`config.mk`:
```
export PLATFORM = sky130hd
export DESIGN_NAME = sm4_block_cipher_flat
export DESIGN_NICKNAME = d
export VERILOG_FILES = /design/src/sv/sm4_pkg.sv /design/src/sv/sm4_ifs.sv /design/src/sv/sm4_block_cipher.sv /design/src/sv/sm4_ram.sv /design/src/sv/sm4_datapath.sv /design/src/flat_wrapper.sv
export SDC_FILE = /design/constraint.sdc
export NUM_CORES = 2
export LEC_CHECK = 0
export BUFFER_PORTS_ARGS = -buffer_cell sky130_fd_sc_hd__buf_2
export CORE_MARGIN = 2
export CORE_UTILIZATION = 30
export CTS_BUF_LIST = sky130_fd_sc_hd__clkbuf_16
export CTS_CLUSTER_DIAMETER = 120
export DETAILED_ROUTE_END_ITERATION = 10
export PLACE_DENSITY = 0.53
export SLEW_MARGIN = 20
export SYNTH_ARGS = -nofsm -noshare
export SYNTH_HDL_FRONTEND = slang
export SYNTH_HIERARCHICAL = 1
export SYNTH_SLANG_ARGS = --single-unit
```
`constraint.sdc`:
```
create_clock -name clk -period 16.1 [get_ports clk]
set_clock_uncertainty 0.05 [all_clocks]
set_input_delay 3.22 -clock clk [delete_from_list [all_inputs] [get_ports clk]]
set_output_delay 3.22 -clock clk [all_outputs]
set_load 0.01 [all_outputs]
```
`src/sv/sm4_pkg.sv`:
```
// ----------------------------------------------------------------------------
// sm4_pkg
// Shared constants, types and round functions of the SM4 block cipher.
// ----------------------------------------------------------------------------
package sm4_pkg;

  // Cipher geometry
  localparam int ROUNDS = 32;
  localparam int WORD_W = 32;
  localparam int HALF_W = 64;

  // Configuration register indexes
  localparam int CFG_ADDR_W = 1;
  localparam logic [CFG_ADDR_W-1:0] REG_KEY_HIGH = 1'b0;
  localparam logic [CFG_ADDR_W-1:0] REG_KEY_LOW  = 1'b1;

  // Transaction commands
  localparam logic CMD_ENCRYPT = 1'b0;
  localparam logic CMD_DECRYPT = 1'b1;

  // System parameter FK, xored into the key words before expansion
  localparam logic [WORD_W-1:0] FK [4] = '{
    32'ha3b1bac6, 32'h56aa3350, 32'h677d9197, 32'hb27022dc
  };

  // Substitution box
  localparam logic [7:0] SBOX [256] = '{
    8'hd6, 8'h90, 8'he9, 8'hfe, 8'hcc, 8'he1, 8'h3d, 8'hb7,
    8'h16, 8'hb6, 8'h14, 8'hc2, 8'h28, 8'hfb, 8'h2c, 8'h05,
    8'h2b, 8'h67, 8'h9a, 8'h76, 8'h2a, 8'hbe, 8'h04, 8'hc3,
    8'haa, 8'h44, 8'h13, 8'h26, 8'h49, 8'h86, 8'h06, 8'h99,
    8'h9c, 8'h42, 8'h50, 8'hf4, 8'h91, 8'hef, 8'h98, 8'h7a,
    8'h33, 8'h54, 8'h0b, 8'h43, 8'hed, 8'hcf, 8'hac, 8'h62,
    8'he4, 8'hb3, 8'h1c, 8'ha9, 8'hc9, 8'h08, 8'he8, 8'h95,
    8'h80, 8'hdf, 8'h94, 8'hfa, 8'h75, 8'h8f, 8'h3f, 8'ha6,
    8'h47, 8'h07, 8'ha7, 8'hfc, 8'hf3, 8'h73, 8'h17, 8'hba,
    8'h83, 8'h59, 8'h3c, 8'h19, 8'he6, 8'h85, 8'h4f, 8'ha8,
    8'h68, 8'h6b, 8'h81, 8'hb2, 8'h71, 8'h64, 8'hda, 8'h8b,
    8'hf8, 8'heb, 8'h0f, 8'h4b, 8'h70, 8'h56, 8'h9d, 8'h35,
    8'h1e, 8'h24, 8'h0e, 8'h5e, 8'h63, 8'h58, 8'hd1, 8'ha2,
    8'h25, 8'h22, 8'h7c, 8'h3b, 8'h01, 8'h21, 8'h78, 8'h87,
    8'hd4, 8'h00, 8'h46, 8'h57, 8'h9f, 8'hd3, 8'h27, 8'h52,
    8'h4c, 8'h36, 8'h02, 8'he7, 8'ha0, 8'hc4, 8'hc8, 8'h9e,
    8'hea, 8'hbf, 8'h8a, 8'hd2, 8'h40, 8'hc7, 8'h38, 8'hb5,
    8'ha3, 8'hf7, 8'hf2, 8'hce, 8'hf9, 8'h61, 8'h15, 8'ha1,
    8'he0, 8'hae, 8'h5d, 8'ha4, 8'h9b, 8'h34, 8'h1a, 8'h55,
    8'had, 8'h93, 8'h32, 8'h30, 8'hf5, 8'h8c, 8'hb1, 8'he3,
    8'h1d, 8'hf6, 8'he2, 8'h2e, 8'h82, 8'h66, 8'hca, 8'h60,
    8'hc0, 8'h29, 8'h23, 8'hab, 8'h0d, 8'h53, 8'h4e, 8'h6f,
    8'hd5, 8'hdb, 8'h37, 8'h45, 8'hde, 8'hfd, 8'h8e, 8'h2f,
    8'h03, 8'hff, 8'h6a, 8'h72, 8'h6d, 8'h6c, 8'h5b, 8'h51,
    8'h8d, 8'h1b, 8'haf, 8'h92, 8'hbb, 8'hdd, 8'hbc, 8'h7f,
    8'h11, 8'hd9, 8'h5c, 8'h41, 8'h1f, 8'h10, 8'h5a, 8'hd8,
    8'h0a, 8'hc1, 8'h31, 8'h88, 8'ha5, 8'hcd, 8'h7b, 8'hbd,
    8'h2d, 8'h74, 8'hd0, 8'h12, 8'hb8, 8'he5, 8'hb4, 8'hb0,
    8'h89, 8'h69, 8'h97, 8'h4a, 8'h0c, 8'h96, 8'h77, 8'h7e,
    8'h65, 8'hb9, 8'hf1, 8'h09, 8'hc5, 8'h6e, 8'hc6, 8'h84,
    8'h18, 8'hf0, 8'h7d, 8'hec, 8'h3a, 8'hdc, 8'h4d, 8'h20,
    8'h79, 8'hee, 8'h5f, 8'h3e, 8'hd7, 8'hcb, 8'h39, 8'h48
  };

  // Controller states
  typedef enum logic [1:0] {
    ST_IDLE,
    ST_EXPAND,
    ST_CRYPT,
    ST_DONE
  } sm4_state_t;

  // Controls from the sequencer to the datapath
  typedef struct packed {
    logic load_blk;
    logic load_key;
    logic step;
    logic key_mode;
  } sm4_dp_ctrl_t;

  function automatic logic [WORD_W-1:0] rotl(input logic [WORD_W-1:0] b, input int n);
    return (b << n) | (b >> (WORD_W - n));
  endfunction

  // Byte-wise S-box substitution of one word
  function automatic logic [WORD_W-1:0] sub_word(input logic [WORD_W-1:0] x);
    return {SBOX[x[31:24]], SBOX[x[23:16]], SBOX[x[15:8]], SBOX[x[7:0]]};
  endfunction

  // Linear transform L of the data rounds
  function automatic logic [WORD_W-1:0] lin_data(input logic [WORD_W-1:0] b);
    return b ^ rotl(b, 2) ^ rotl(b, 10) ^ rotl(b, 18) ^ rotl(b, 24);
  endfunction

  // Linear transform L' of the key schedule
  function automatic logic [WORD_W-1:0] lin_key(input logic [WORD_W-1:0] b);
    return b ^ rotl(b, 13) ^ rotl(b, 23);
  endfunction

  // CK word of round idx: byte j is (4*idx + j) * 7 mod 256
  function automatic logic [WORD_W-1:0] round_const(input logic [7:0] idx);
    logic [7:0] base;
    base = idx * 8'd28;
    return {base, base + 8'd7, base + 8'd14, base + 8'd21};
  endfunction

endpackage

```
`src/sv/sm4_ifs.sv`:
```
// ----------------------------------------------------------------------------
// sm4 channel interfaces
// Valid/ready channels that carry block transactions in and results out.
// ----------------------------------------------------------------------------

// Block channel: command and 128-bit block
interface sm4_in_if;
  logic                      valid;
  logic                      ready;
  logic                      cmd;
  logic [sm4_pkg::HALF_W-1:0] block_high;
  logic [sm4_pkg::HALF_W-1:0] block_low;

  modport source (output valid, output cmd, output block_high, output block_low,
                  input ready);
  modport sink (input valid, input cmd, input block_high, input block_low,
                output ready);
endinterface

// Result channel: 128-bit block
interface sm4_out_if;
  logic                      valid;
  logic                      ready;
  logic [sm4_pkg::HALF_W-1:0] result_high;
  logic [sm4_pkg::HALF_W-1:0] result_low;

  modport source (output valid, output result_high, output result_low, input ready);
  modport sink (input valid, input result_high, input result_low, output ready);
endinterface

```
`src/sv/sm4_block_cipher.sv`:
```
// Timing: the accepting edge loads the block, the rounds run in ST_CRYPT, and ST_DONE
// loads the output register once it is free; the round keys are first expanded in
// ST_EXPAND after reset or a key write. Blocks: one at a time, through the 32 rounds
// of the single round unit, each reading one round key from the key RAM.
// Reset: synchronous, active low; key registers clear to zero and the round keys are
// marked stale, so the first block waits for a fresh expansion.
// ----------------------------------------------------------------------------
// sm4_block_cipher
// SM4 encrypt/decrypt engine: key registers, round-key RAM, sequencer and
// output register around a shared round datapath.
// ----------------------------------------------------------------------------
module sm4_block_cipher #(
  parameter int ROUNDS = sm4_pkg::ROUNDS
) (
  input  logic                             clk,
  input  logic                             rst_n,
  sm4_in_if.sink                           in_ch,
  sm4_out_if.source                        out_ch,
  input  logic                             cfg_we,
  input  logic [sm4_pkg::CFG_ADDR_W-1:0]   cfg_addr,
  input  logic [sm4_pkg::HALF_W-1:0]       cfg_wdata
);

  localparam int RndW = $clog2(ROUNDS);
  localparam logic [RndW-1:0] LastRnd = RndW'(ROUNDS - 1);

  sm4_pkg::sm4_state_t        state_r, state_nxt;
  logic [RndW-1:0]            rnd_r, rnd_nxt;
  logic                       keys_ready_r, keys_ready_nxt;
  logic                       dec_r, dec_nxt;
  logic                       out_valid_r, out_valid_nxt;
  logic [sm4_pkg::HALF_W-1:0] key_high_r, key_low_r;
  logic [sm4_pkg::HALF_W-1:0] res_high_r, res_low_r;
  logic                       res_load;
  logic [RndW-1:0]            rnd_inc;

  sm4_pkg::sm4_dp_ctrl_t      ctrl;
  logic                       ram_we;
  logic                       ram_re;
  logic [RndW-1:0]            ram_raddr;
  logic [sm4_pkg::WORD_W-1:0] rk;
  logic [sm4_pkg::WORD_W-1:0] new_word;
  logic [sm4_pkg::HALF_W-1:0] dp_high, dp_low;
  logic                       in_acc;

  // Accept blocks only when idle, with fresh round keys and no key write in flight
  assign in_ch.ready = (state_r == sm4_pkg::ST_IDLE) && keys_ready_r && !cfg_we;
  assign in_acc      = in_ch.valid && in_ch.ready;
  assign rnd_inc     = rnd_r + 1'b1;

  // Key registers
  always_ff @(posedge clk) begin
    if (!rst_n) begin
      key_high_r <= '0;
      key_low_r  <= '0;
    end else if (cfg_we) begin
      case (cfg_addr)
        sm4_pkg::REG_KEY_HIGH: key_high_r <= cfg_wdata;
        sm4_pkg::REG_KEY_LOW:  key_low_r  <= cfg_wdata;
        default: ;
      endcase
    end
  end

  // Sequencer: next state and datapath controls
  always_comb begin
    state_nxt      = state_r;
    rnd_nxt        = rnd_r;
    keys_ready_nxt = keys_ready_r;
    dec_nxt        = dec_r;
    ctrl           = '0;
    ram_we         = 1'b0;
    ram_re         = 1'b0;
    ram_raddr      = rnd_r;
    res_load       = 1'b0;
    case (state_r)
      sm4_pkg::ST_IDLE: begin
        if (!keys_ready_r && !cfg_we) begin
          ctrl.load_key = 1'b1;
          rnd_nxt       = '0;
          state_nxt     = sm4_pkg::ST_EXPAND;
        end else if (in_acc) begin
          ctrl.load_blk = 1'b1;
          dec_nxt       = in_ch.cmd;
          rnd_nxt       = '0;
          ram_re        = 1'b1;
          ram_raddr     = (in_ch.cmd == sm4_pkg::CMD_DECRYPT) ? LastRnd : '0;
          state_nxt     = sm4_pkg::ST_CRYPT;
        end
      end
      sm4_pkg::ST_EXPAND: begin
        ctrl.step     = 1'b1;
        ctrl.key_mode = 1'b1;
        ram_we        = 1'b1;
        if (cfg_we) begin
          // drop the stale expansion and restart from the new key
          state_nxt = sm4_pkg::ST_IDLE;
        end else if (rnd_r == LastRnd) begin
          keys_ready_nxt = 1'b1;
          state_nxt      = sm4_pkg::ST_IDLE;
        end else begin
          rnd_nxt = rnd_inc;
        end
      end
      sm4_pkg::ST_CRYPT: begin
        ctrl.step = 1'b1;
        ram_re    = 1'b1;
        ram_raddr = (dec_r == sm4_pkg::CMD_DECRYPT) ? LastRnd - rnd_inc : rnd_inc;
        if (rnd_r == LastRnd) begin
          state_nxt = sm4_pkg::ST_DONE;
        end else begin
          rnd_nxt = rnd_inc;
        end
      end
      sm4_pkg::ST_DONE: begin
        if (!out_valid_r || out_ch.ready) begin
          res_load  = 1'b1;
          state_nxt = sm4_pkg::ST_IDLE;
        end
      end
      default: state_nxt = sm4_pkg::ST_IDLE;
    endcase
    // a key write always invalidates the round keys
    if (cfg_we) begin
      keys_ready_nxt = 1'b0;
    end
  end

  // Output register valid: set on load, clear when taken
  always_comb begin
    out_valid_nxt = out_valid_r;
    if (res_load) begin
      out_valid_nxt = 1'b1;
    end else if (out_ch.ready) begin
      out_valid_nxt = 1'b0;
    end
  end

  // Control registers
  always_ff @(posedge clk) begin
    if (!rst_n) begin
      state_r      <= sm4_pkg::ST_IDLE;
      rnd_r        <= '0;
      keys_ready_r <= 1'b0;
      out_valid_r  <= 1'b0;
    end else begin
      state_r      <= state_nxt;
      rnd_r        <= rnd_nxt;
      keys_ready_r <= keys_ready_nxt;
      out_valid_r  <= out_valid_nxt;
    end
  end

  // Payload registers
  always_ff @(posedge clk) begin
    dec_r <= dec_nxt;
    if (res_load) begin
      res_high_r <= dp_high;
      res_low_r  <= dp_low;
    end
  end

  // Round key store
  sm4_ram #(
    .Width (sm4_pkg::WORD_W),
    .Depth (ROUNDS)
  ) u_rk_ram (
    .clk   (clk),
    .we    (ram_we),
    .waddr (rnd_r),
    .wdata (new_word),
    .re    (ram_re),
    .raddr (ram_raddr),
    .rdata (rk)
  );

  sm4_datapath #(
    .RndW (RndW)
  ) u_dp (
    .clk         (clk),
    .ctrl        (ctrl),
    .rnd         (rnd_r),
    .key_high    (key_high_r),
    .key_low     (key_low_r),
    .block_high  (in_ch.block_high),
    .block_low   (in_ch.block_low),
    .rk          (rk),
    .new_word    (new_word),
    .result_high (dp_high),
    .result_low  (dp_low)
  );

  assign out_ch.valid       = out_valid_r;
  assign out_ch.result_high = res_high_r;
  assign out_ch.result_low  = res_low_r;

endmodule

```
`src/sv/sm4_ram.sv`:
```
// ----------------------------------------------------------------------------
// sm4_ram
// Generic single-write, single-read synchronous RAM with registered read.
// ----------------------------------------------------------------------------
module sm4_ram #(
  parameter int Width = 32,
  parameter int Depth = 32
) (
  input  logic                     clk,
  input  logic                     we,
  input  logic [$clog2(Depth)-1:0] waddr,
  input  logic [Width-1:0]         wdata,
  input  logic                     re,
  input  logic [$clog2(Depth)-1:0] raddr,
  output logic [Width-1:0]         rdata
);

  logic [Width-1:0] mem [Depth];
  logic [Width-1:0] rdata_r;

  // Write port
  always_ff @(posedge clk) begin
    if (we) begin
      mem[waddr] <= wdata;
    end
  end

  // Registered read port
  always_ff @(posedge clk) begin
    if (re) begin
      rdata_r <= mem[raddr];
    end
  end

  assign rdata = rdata_r;

endmodule

```
`src/sv/sm4_datapath.sv`:
```
// ----------------------------------------------------------------------------
// sm4_datapath
// Four-word state register and one shared round unit, used both for key
// expansion (CK, L') and for the data rounds (round key, L).
// ----------------------------------------------------------------------------
module sm4_datapath #(
  parameter int RndW = 5
) (
  input  logic                         clk,
  input  sm4_pkg::sm4_dp_ctrl_t        ctrl,
  input  logic [RndW-1:0]              rnd,
  input  logic [sm4_pkg::HALF_W-1:0]   key_high,
  input  logic [sm4_pkg::HALF_W-1:0]   key_low,
  input  logic [sm4_pkg::HALF_W-1:0]   block_high,
  input  logic [sm4_pkg::HALF_W-1:0]   block_low,
  input  logic [sm4_pkg::WORD_W-1:0]   rk,
  output logic [sm4_pkg::WORD_W-1:0]   new_word,
  output logic [sm4_pkg::HALF_W-1:0]   result_high,
  output logic [sm4_pkg::HALF_W-1:0]   result_low
);

  logic [sm4_pkg::WORD_W-1:0] x_r   [4];
  logic [sm4_pkg::WORD_W-1:0] x_nxt [4];
  logic [sm4_pkg::WORD_W-1:0] mix;
  logic [sm4_pkg::WORD_W-1:0] subst;
  logic [7:0]                 rnd_byte;

  assign rnd_byte = 8'(rnd);

  // One round: mix three words with a round key or CK, substitute, diffuse
  always_comb begin
    mix = x_r[1] ^ x_r[2] ^ x_r[3] ^
          (ctrl.key_mode ? sm4_pkg::round_const(rnd_byte) : rk);
    subst = sm4_pkg::sub_word(mix);
    new_word = x_r[0] ^ (ctrl.key_mode ? sm4_pkg::lin_key(subst)
                                       : sm4_pkg::lin_data(subst));
  end

  // Load a key or a block, or advance the word window by one round
  always_comb begin
    x_nxt = x_r;
    if (ctrl.load_key) begin
      x_nxt[0] = key_high[63:32] ^ sm4_pkg::FK[0];
      x_nxt[1] = key_high[31:0]  ^ sm4_pkg::FK[1];
      x_nxt[2] = key_low[63:32]  ^ sm4_pkg::FK[2];
      x_nxt[3] = key_low[31:0]   ^ sm4_pkg::FK[3];
    end else if (ctrl.load_blk) begin
      x_nxt[0] = block_high[63:32];
      x_nxt[1] = block_high[31:0];
      x_nxt[2] = block_low[63:32];
      x_nxt[3] = block_low[31:0];
    end else if (ctrl.step) begin
      x_nxt[0] = x_r[1];
      x_nxt[1] = x_r[2];
      x_nxt[2] = x_r[3];
      x_nxt[3] = new_word;
    end
  end

  always_ff @(posedge clk) begin
    x_r <= x_nxt;
  end

  // Final words leave in reverse order
  assign result_high = {x_r[3], x_r[2]};
  assign result_low  = {x_r[1], x_r[0]};

endmodule

```
`src/flat_wrapper.sv`:
```
// flat-port wrapper written by rule: the top's interface ports become plain ports
module sm4_block_cipher_flat 
#(
  parameter int ROUNDS = sm4_pkg::ROUNDS
)
  (clk, rst_n, cfg_we, cfg_addr, cfg_wdata, in_ch_valid, in_ch_cmd, in_ch_block_high, in_ch_block_low, in_ch_ready, out_ch_valid, out_ch_result_high, out_ch_result_low, out_ch_ready);
  sm4_in_if in_ch_i ();
  sm4_out_if out_ch_i ();
  input  logic clk;
  input  logic rst_n;
  input  logic cfg_we;
  input  logic [sm4_pkg::CFG_ADDR_W-1:0] cfg_addr;
  input  logic [sm4_pkg::HALF_W-1:0] cfg_wdata;
  input wire logic [$bits(in_ch_i.valid)-1:0] in_ch_valid;
  input wire logic [$bits(in_ch_i.cmd)-1:0] in_ch_cmd;
  input wire logic [$bits(in_ch_i.block_high)-1:0] in_ch_block_high;
  input wire logic [$bits(in_ch_i.block_low)-1:0] in_ch_block_low;
  output wire logic [$bits(in_ch_i.ready)-1:0] in_ch_ready;
  output wire logic [$bits(out_ch_i.valid)-1:0] out_ch_valid;
  output wire logic [$bits(out_ch_i.result_high)-1:0] out_ch_result_high;
  output wire logic [$bits(out_ch_i.result_low)-1:0] out_ch_result_low;
  input wire logic [$bits(out_ch_i.ready)-1:0] out_ch_ready;
  assign in_ch_i.valid = in_ch_valid;
  assign in_ch_i.cmd = in_ch_cmd;
  assign in_ch_i.block_high = in_ch_block_high;
  assign in_ch_i.block_low = in_ch_block_low;
  assign in_ch_ready = in_ch_i.ready;
  assign out_ch_valid = out_ch_i.valid;
  assign out_ch_result_high = out_ch_i.result_high;
  assign out_ch_result_low = out_ch_i.result_low;
  assign out_ch_i.ready = out_ch_ready;
  sm4_block_cipher #(.ROUNDS(ROUNDS)) u_core (.clk(clk), .rst_n(rst_n), .in_ch(in_ch_i), .out_ch(out_ch_i), .cfg_we(cfg_we), .cfg_addr(cfg_addr), .cfg_wdata(cfg_wdata));
endmodule
```
* Word-level counts from Yosys, hierarchy flattened
Memory sizes are Yosys's and may differ from the RTL's. A register that Yosys moved wholly into a read port is not among the register bits.
Cells that the tools add are included.
** Operators by class
- Add/subtract/negate cells :: 5
- $mul :: 1
- $lt $le $gt $ge :: 4
- Equality and inequality tests :: 9
- Muxes and demuxes :: 43
- Bitwise operators :: 27
- Reductions and logical operators :: 20
** Operators by type and width (number)
- $mux 128 :: 3
- $xor 32x32->32 :: 10
- $mux 32 :: 2
- $mux 8 :: 8
- $mux 5 :: 8
- $ge 9x9->1 const B :: 4
- $not 8->9 :: 4
- $or 32x10->32 :: 1
- $or 32x13->32 :: 1
- $or 32x18->32 :: 1
- $or 32x2->32 :: 1
- $or 32x23->32 :: 1
- $or 32x24->32 :: 1
- $not 14->14 :: 2
- $not 19->19 :: 1
- $not 17->17 :: 1
- $pmux 5 s3 :: 1
- $mux 2 :: 7
- $mux 1 :: 11
- $pmux 5 s2 :: 1
- $add 8x3->8 const B :: 1
- $add 8x4->8 const B :: 1
- $add 8x5->8 const B :: 1
- $pmux 2 s4 :: 1
- other kinds (21) :: 36
** Word-level totals
- Register bits :: 394
- Memory bits (writable) :: 1024
- ROM bits :: 8192
- Output and inout port bits :: 130
- Memories kept :: 5
** Memories
- (name not given) :: depth 256, bits a word 8, rd ports 1, clocked after memory_dff 0, write ports 0, line sm4_pkg.sv:84 : return {SBOX[x[31:24]], SBOX[x[23:16]], SBOX[x[15:8]], SBOX[x[7:0]]};
- (name not given) :: depth 256, bits a word 8, rd ports 1, clocked after memory_dff 0, write ports 0, line sm4_pkg.sv:84
- (name not given) :: depth 256, bits a word 8, rd ports 1, clocked after memory_dff 0, write ports 0, line sm4_pkg.sv:84
- (name not given) :: depth 256, bits a word 8, rd ports 1, clocked after memory_dff 0, write ports 0, line sm4_pkg.sv:84
- u_core.u_rk_ram.mem :: depth 32, bits a word 32, rd ports 1, clocked after memory_dff 1, write ports 1, line sm4_ram.sv:18 : logic [Width-1:0] mem [Depth];

* Logic depth before layout (Yosys ltp)
- Word-level depth :: 18
- Gate-level depth with buffers :: 25

* Modules after synthesis
The synthesis kept the hierarchy.
** Modules (own cells, without submodules)
- sm4_ram :: times used 1, cells an instance 2260, area an instance 40805.4 µm², sequential area each 31710.4 µm²
- sm4_datapath :: times used 1, cells an instance 3117, area an instance 23971.7 µm², sequential area each 3843.7 µm²
- sm4_block_cipher :: times used 1, cells an instance 781, area an instance 9027.4 µm², sequential area each 6616.3 µm²

* Worst setup path after synthesis
OpenSTA, ideal clock, no wires.
- Path type :: input-to-reg
- From :: in out_ch_ready
- To :: reg u_core.res_high_r, in the netlist u_core/out_ch.result_high[0] (enable)
- Setup time :: 0.632 ns
- Arrival :: 8.932 ns
- Data required time :: 15.418 ns
- Setup slack :: 6.486 ns
- Cell stages on the path :: 2
- Path buffers :: 0
- Cell sequence :: nor2b_1 > nor2b_1
** On the way
- Longest elaborated chain between the ends :: 3
** RTL lines
- from (decl) :: line flat_wrapper.sv:22 : input wire logic [$bits(out_ch_i.ready)-1:0] out_ch_ready;
- $logic_or 1x1->1 :: line sm4_block_cipher.sv:116 : if (!out_valid_r || out_ch.ready) begin
- $mux 1 :: line sm4_block_cipher.sv:116
- $mux 1 :: line sm4_block_cipher.sv:76 : case (state_r)
- to (signal assigned) :: line sm4_block_cipher.sv:158 : res_high_r <= dp_high;
- to (decl) :: line sm4_block_cipher.sv:33 : logic [sm4_pkg::HALF_W-1:0] res_high_r, res_low_r;
No other way between the ends.
A chain may end at the register's enable or synchronous reset.

==> impl_metrics.yaml <==
status:
  status: "finished clean"
worst_hold_path:
  min_from: "u_core/key_high_r[57]"
  hold_path_class: "reg -> reg"
  min_path_cells: 2
  holdPathEnd: "u_core/key_high_r[57]"
yosys:
  yosys.area.top_type: "edfxtp_1"
  synth_top_cell_area_share_pct: 53.4
  yosys_warnings: 6
  netlist_top_cells_area: "edfxtp_1 (53%), mux2i_1 (8.4%), dfxtp_1 (3.7%)"
  synth_seq_cells: 1450
  yosysSeqAreaShare_pct: 57.1
  syn-cell-area_sq_um: 73800
  yosysMostFrequentCell: "edfxtp_1"
  synth_edf_count: 1313
  synth_common_cells: "edfxtp_1 (1313), nand2_1 (654), mux2i_1 (621), a21oi_1 (487), nor2_1 (259)"
  ys.flop_type: "edfxtp_1"
  synthCells: 6158
  async_reset_ff_share_pct: 0
  synth_nets: 6453
  syn_area_per_cell_sq_um: 12.0
  ys_types: 124
critical_path:
  crit_path_start_kind: "flop"
  crit_family: "buffers and inverters"
  critical_path_buf_inv_count: 7
  reg2reg_depth: 22
  slowest_stage: "xor3_2"
  cp.required_ps: 16590
  path_class: "reg -> reg"
  timing.rr.end: "u_core/u_dp/result_high[43]"
  path_max_fanout: 44
  cp.arrival_ps: 8720
  r2r-start: "u_core/state_r[1]"
  cp_cell_sequence: "inv_1 -> ha_4 -> buf_4 -> buf_4 -> nor2_1 -> xor3_2 -> inv_1 -> buf_4 -> ha_1 -> buf_4 -> nor2_1 -> mux2i_1 -> a221oi_1 -> a211oi_1 -> nor4_1 -> a2bb2oi_2 -> xor2_1 -> xnor2_1 -> o21ai_1 -> xnor2_2 -> buf_4 -> o21ba_2"
  crit_path_end_kind: "flop"
  cpMostUsedCell: "buf_4"
  worst_path_largest_cell_delay_ps: 740
  regToRegSetupSlack_ps: 7870
sta:
  period_needed_ps: 8230
  tightest_slew_ps: 1220
  setup_tns_ps: 0
  fin_crit_sh_pct: 51.1
  drv_slew: 0
  rsz0062_at_grt: "no"
  max_freq_mhz: 122
  setup-violations-final: 0
  final_hold_viol_count: 0
  setup_ws_ps: 7870
  relSlewSlack_pct: 18.0
clock_tree:
  insertion_delay_ps: 800
  cts_max_level: 4
  ctsRootBufferMaster: "clkbuf_16"
  cts_tree: "done"
  clk_pin_slew_worst_paths_ps: 60
  post_cts_buffers: 0
  ctsResizeCount: 0
  cts_sinks: 1450
  cts_made_buffers: 158
  hold_buffers: 0
  cts_buffer_depth: 3
route:
  drt_wl_total_um: 287000
  viasPerCell: 5.71
  via_count: 55500
  drt_iter0_markers: 6311
  wl_per_cell_um: 29.5
  first_pass_iters: 6
  drc: 0
  ant_nets: 0
global_routing:
  grt_pass1_wl_um: 404000
  grt_pass1_vias: 52400
  grt.overflow.total: 0
  antenna_found_initial: 29
  grtUsageTotal_pct: 22.1
  grt_max_degree: 126
final_layout:
  syn_to_final_growth_pct: 14.6
  layout.nets: 6646
  final_area_sq_um: 84600
  nFillCells: 24100
  drive_above_1_share_pct: 14.8
place:
  placedInstanceArea_sq_um: 79500
  place_ws_ps: 7820
  dp_hpwl_um: 181000
  gp_congestion: 0.957
  portBuffers: 328
die:
  die_y_um: 500
  rows: 182
  ios: 329
  core_area_sq_um: 245000
  die-area_sq_um: 250000
  die_w_um: 500
  initial_core_util_pct: 30.1
run:
  drv_cap: 0
## stage by stage
| stage | cells | utilization, % | hold slack, ps |
|---|---|---|---|
| 2_1_floorplan | 6158 | - | 381 |
| 3_3_place_gp | 9411 | 32.4 | 391 |
| 3_5_place_dp | 9411 | 32.4 | 396 |
| 4_1_cts | 9700 | 34.5 | 405 |
| 5_1_grt | 9700 | 34.5 | 419 |
| 6_report | 9712 | 34.5 | 405 |
## kinds of logic (layout without fill, tap and decap cells)
logic type                 after synthesis  after routing  synth area share, %
adders and majority gates               96             96                 1.74
AOI/OAI and AO/OA                     1653           1653                 15.2
buffers and inverters                  545            867                 3.65
muxes                                  647            647                 9.05
other                                    0             12                    0
DFF                                   1450           1450                 57.1
xor gates and xnor gates               288            288                 4.17
and+or+nand+nor                       1479           1479                 9.08
## layout make-up
class | count | area, sq um | area share, %
Antenna cell | 12 | 30.0 | 0.0355
Clock buffer | 159 | 3980 | 4.71
Clock inverter | 130 | 1020 | 1.21
Inverter | 49 | 189 | 0.223
Multi-Input combinational cell | 4163 | 29900 | 35.4
Sequential cell | 1450 | 42200 | 49.9
Tap cell | 3220 | 4030 | 4.76
Timing Repair Buffer | 529 | 3210 | 3.80
## layer usage
| metal | up-vias | GRT usage [%] | wire length [um] |
|---|---|---|---|
| met5 | - | 0 | 128 |
| met4 | 20 | 7.90 | 10900 |
| met3 | 466 | 3.34 | 21000 |
| met2 | 2645 | 34.5 | 130000 |
| li1 | 24000 | - | - |
| met1 | 28300 | 31.1 | 125000 |
## state kept, by name (all words and copies together), names as in the netlist, 2 cells and up
signal and cells:
u_core/u_rk_ram/mem 1024, u_core/key_high_r 64, u_core/key_low_r 64, u_core/out_ch.result_high 64, u_core/out_ch.result_low 64, u_core/u_dp/result_high 64
u_core/u_dp/result_low 64, u_core/u_rk_ram/rdata 32, u_core/rnd_r 5, u_core/state_r 2
## worst max path at each step
| stage | startpoint | to | slack, ps | cells past startpoint |
|---|---|---|---|---|
| floorplan | out_ch_ready | u_core/out_ch.result_high[0] | 6490 | 2 |
| global placement | u_core/state_r[1] | u_core/u_rk_ram/mem[2][10] | 7850 | 20 |
| detailed placement | cfg_we | u_core/u_rk_ram/rdata[22] | 7820 | 14 |
| CTS | u_core/state_r[1] | u_core/u_dp/result_high[43] | 8020 | 22 |
| global route | u_core/state_r[1] | u_core/u_rk_ram/mem[23][10] | 7550 | 20 |
| finish | u_core/state_r[1] | u_core/u_dp/result_high[43] | 7870 | 22 |
## cells in the final DEF (no fill, tap or decap), drive strengths merged, types with 19 or more instances in the layout
| cell type | Yosys | routed |
|---|---|---|
| dfxtp | 137 | 137 |
| a21o | 22 | 22 |
| nand4 | 22 | 22 |
| clkbuf | 209 | 159 |
| xnor2 | 174 | 174 |
| inv | 47 | 83 |
| nor2 | 261 | 261 |
| edfxtp | 1313 | 1313 |
| nor3 | 142 | 142 |
| xnor3 | 22 | 22 |
| o221ai | 42 | 42 |
| a31oi | 90 | 90 |
| o22ai | 36 | 36 |
| o2111ai | 26 | 26 |
| nand3 | 197 | 197 |
| a311oi | 44 | 44 |
| a22o | 70 | 70 |
| nand2 | 655 | 655 |
| buf | 287 | 529 |
| o311ai | 43 | 43 |
| a221oi | 30 | 30 |
| or3 | 19 | 19 |
| o31ai | 22 | 22 |
| o211ai | 89 | 89 |
| a2111oi | 19 | 19 |
| a21oi | 492 | 492 |
| a22oi | 108 | 108 |
| xor2 | 85 | 85 |
| and2 | 21 | 21 |
| a211oi | 120 | 120 |
| clkinv | 2 | 78 |
| mux2i | 623 | 623 |
| ha | 85 | 85 |
| and3 | 22 | 22 |
| o21ai | 260 | 260 |
| nor2b | 63 | 63 |
## worst reg2reg max path, stage by stage, from the launching register on
cell and delay (ps):
dfxtp_1 330, inv_1 130, ha_4 350, buf_4 540
buf_4 630, nor2_1 180, xor3_2 740, inv_1 140
buf_4 270, ha_1 250, buf_4 200, nor2_1 600
mux2i_1 170, a221oi_1 490, a211oi_1 140, nor4_1 450
a2bb2oi_2 520, xor2_1 300, xnor2_1 110, o21ai_1 610
xnor2_2 200, buf_4 290, o21ba_2 280
Power is not shown: default switching activity piles up to over one toggle a cycle in this logic, so the estimate is an artifact.
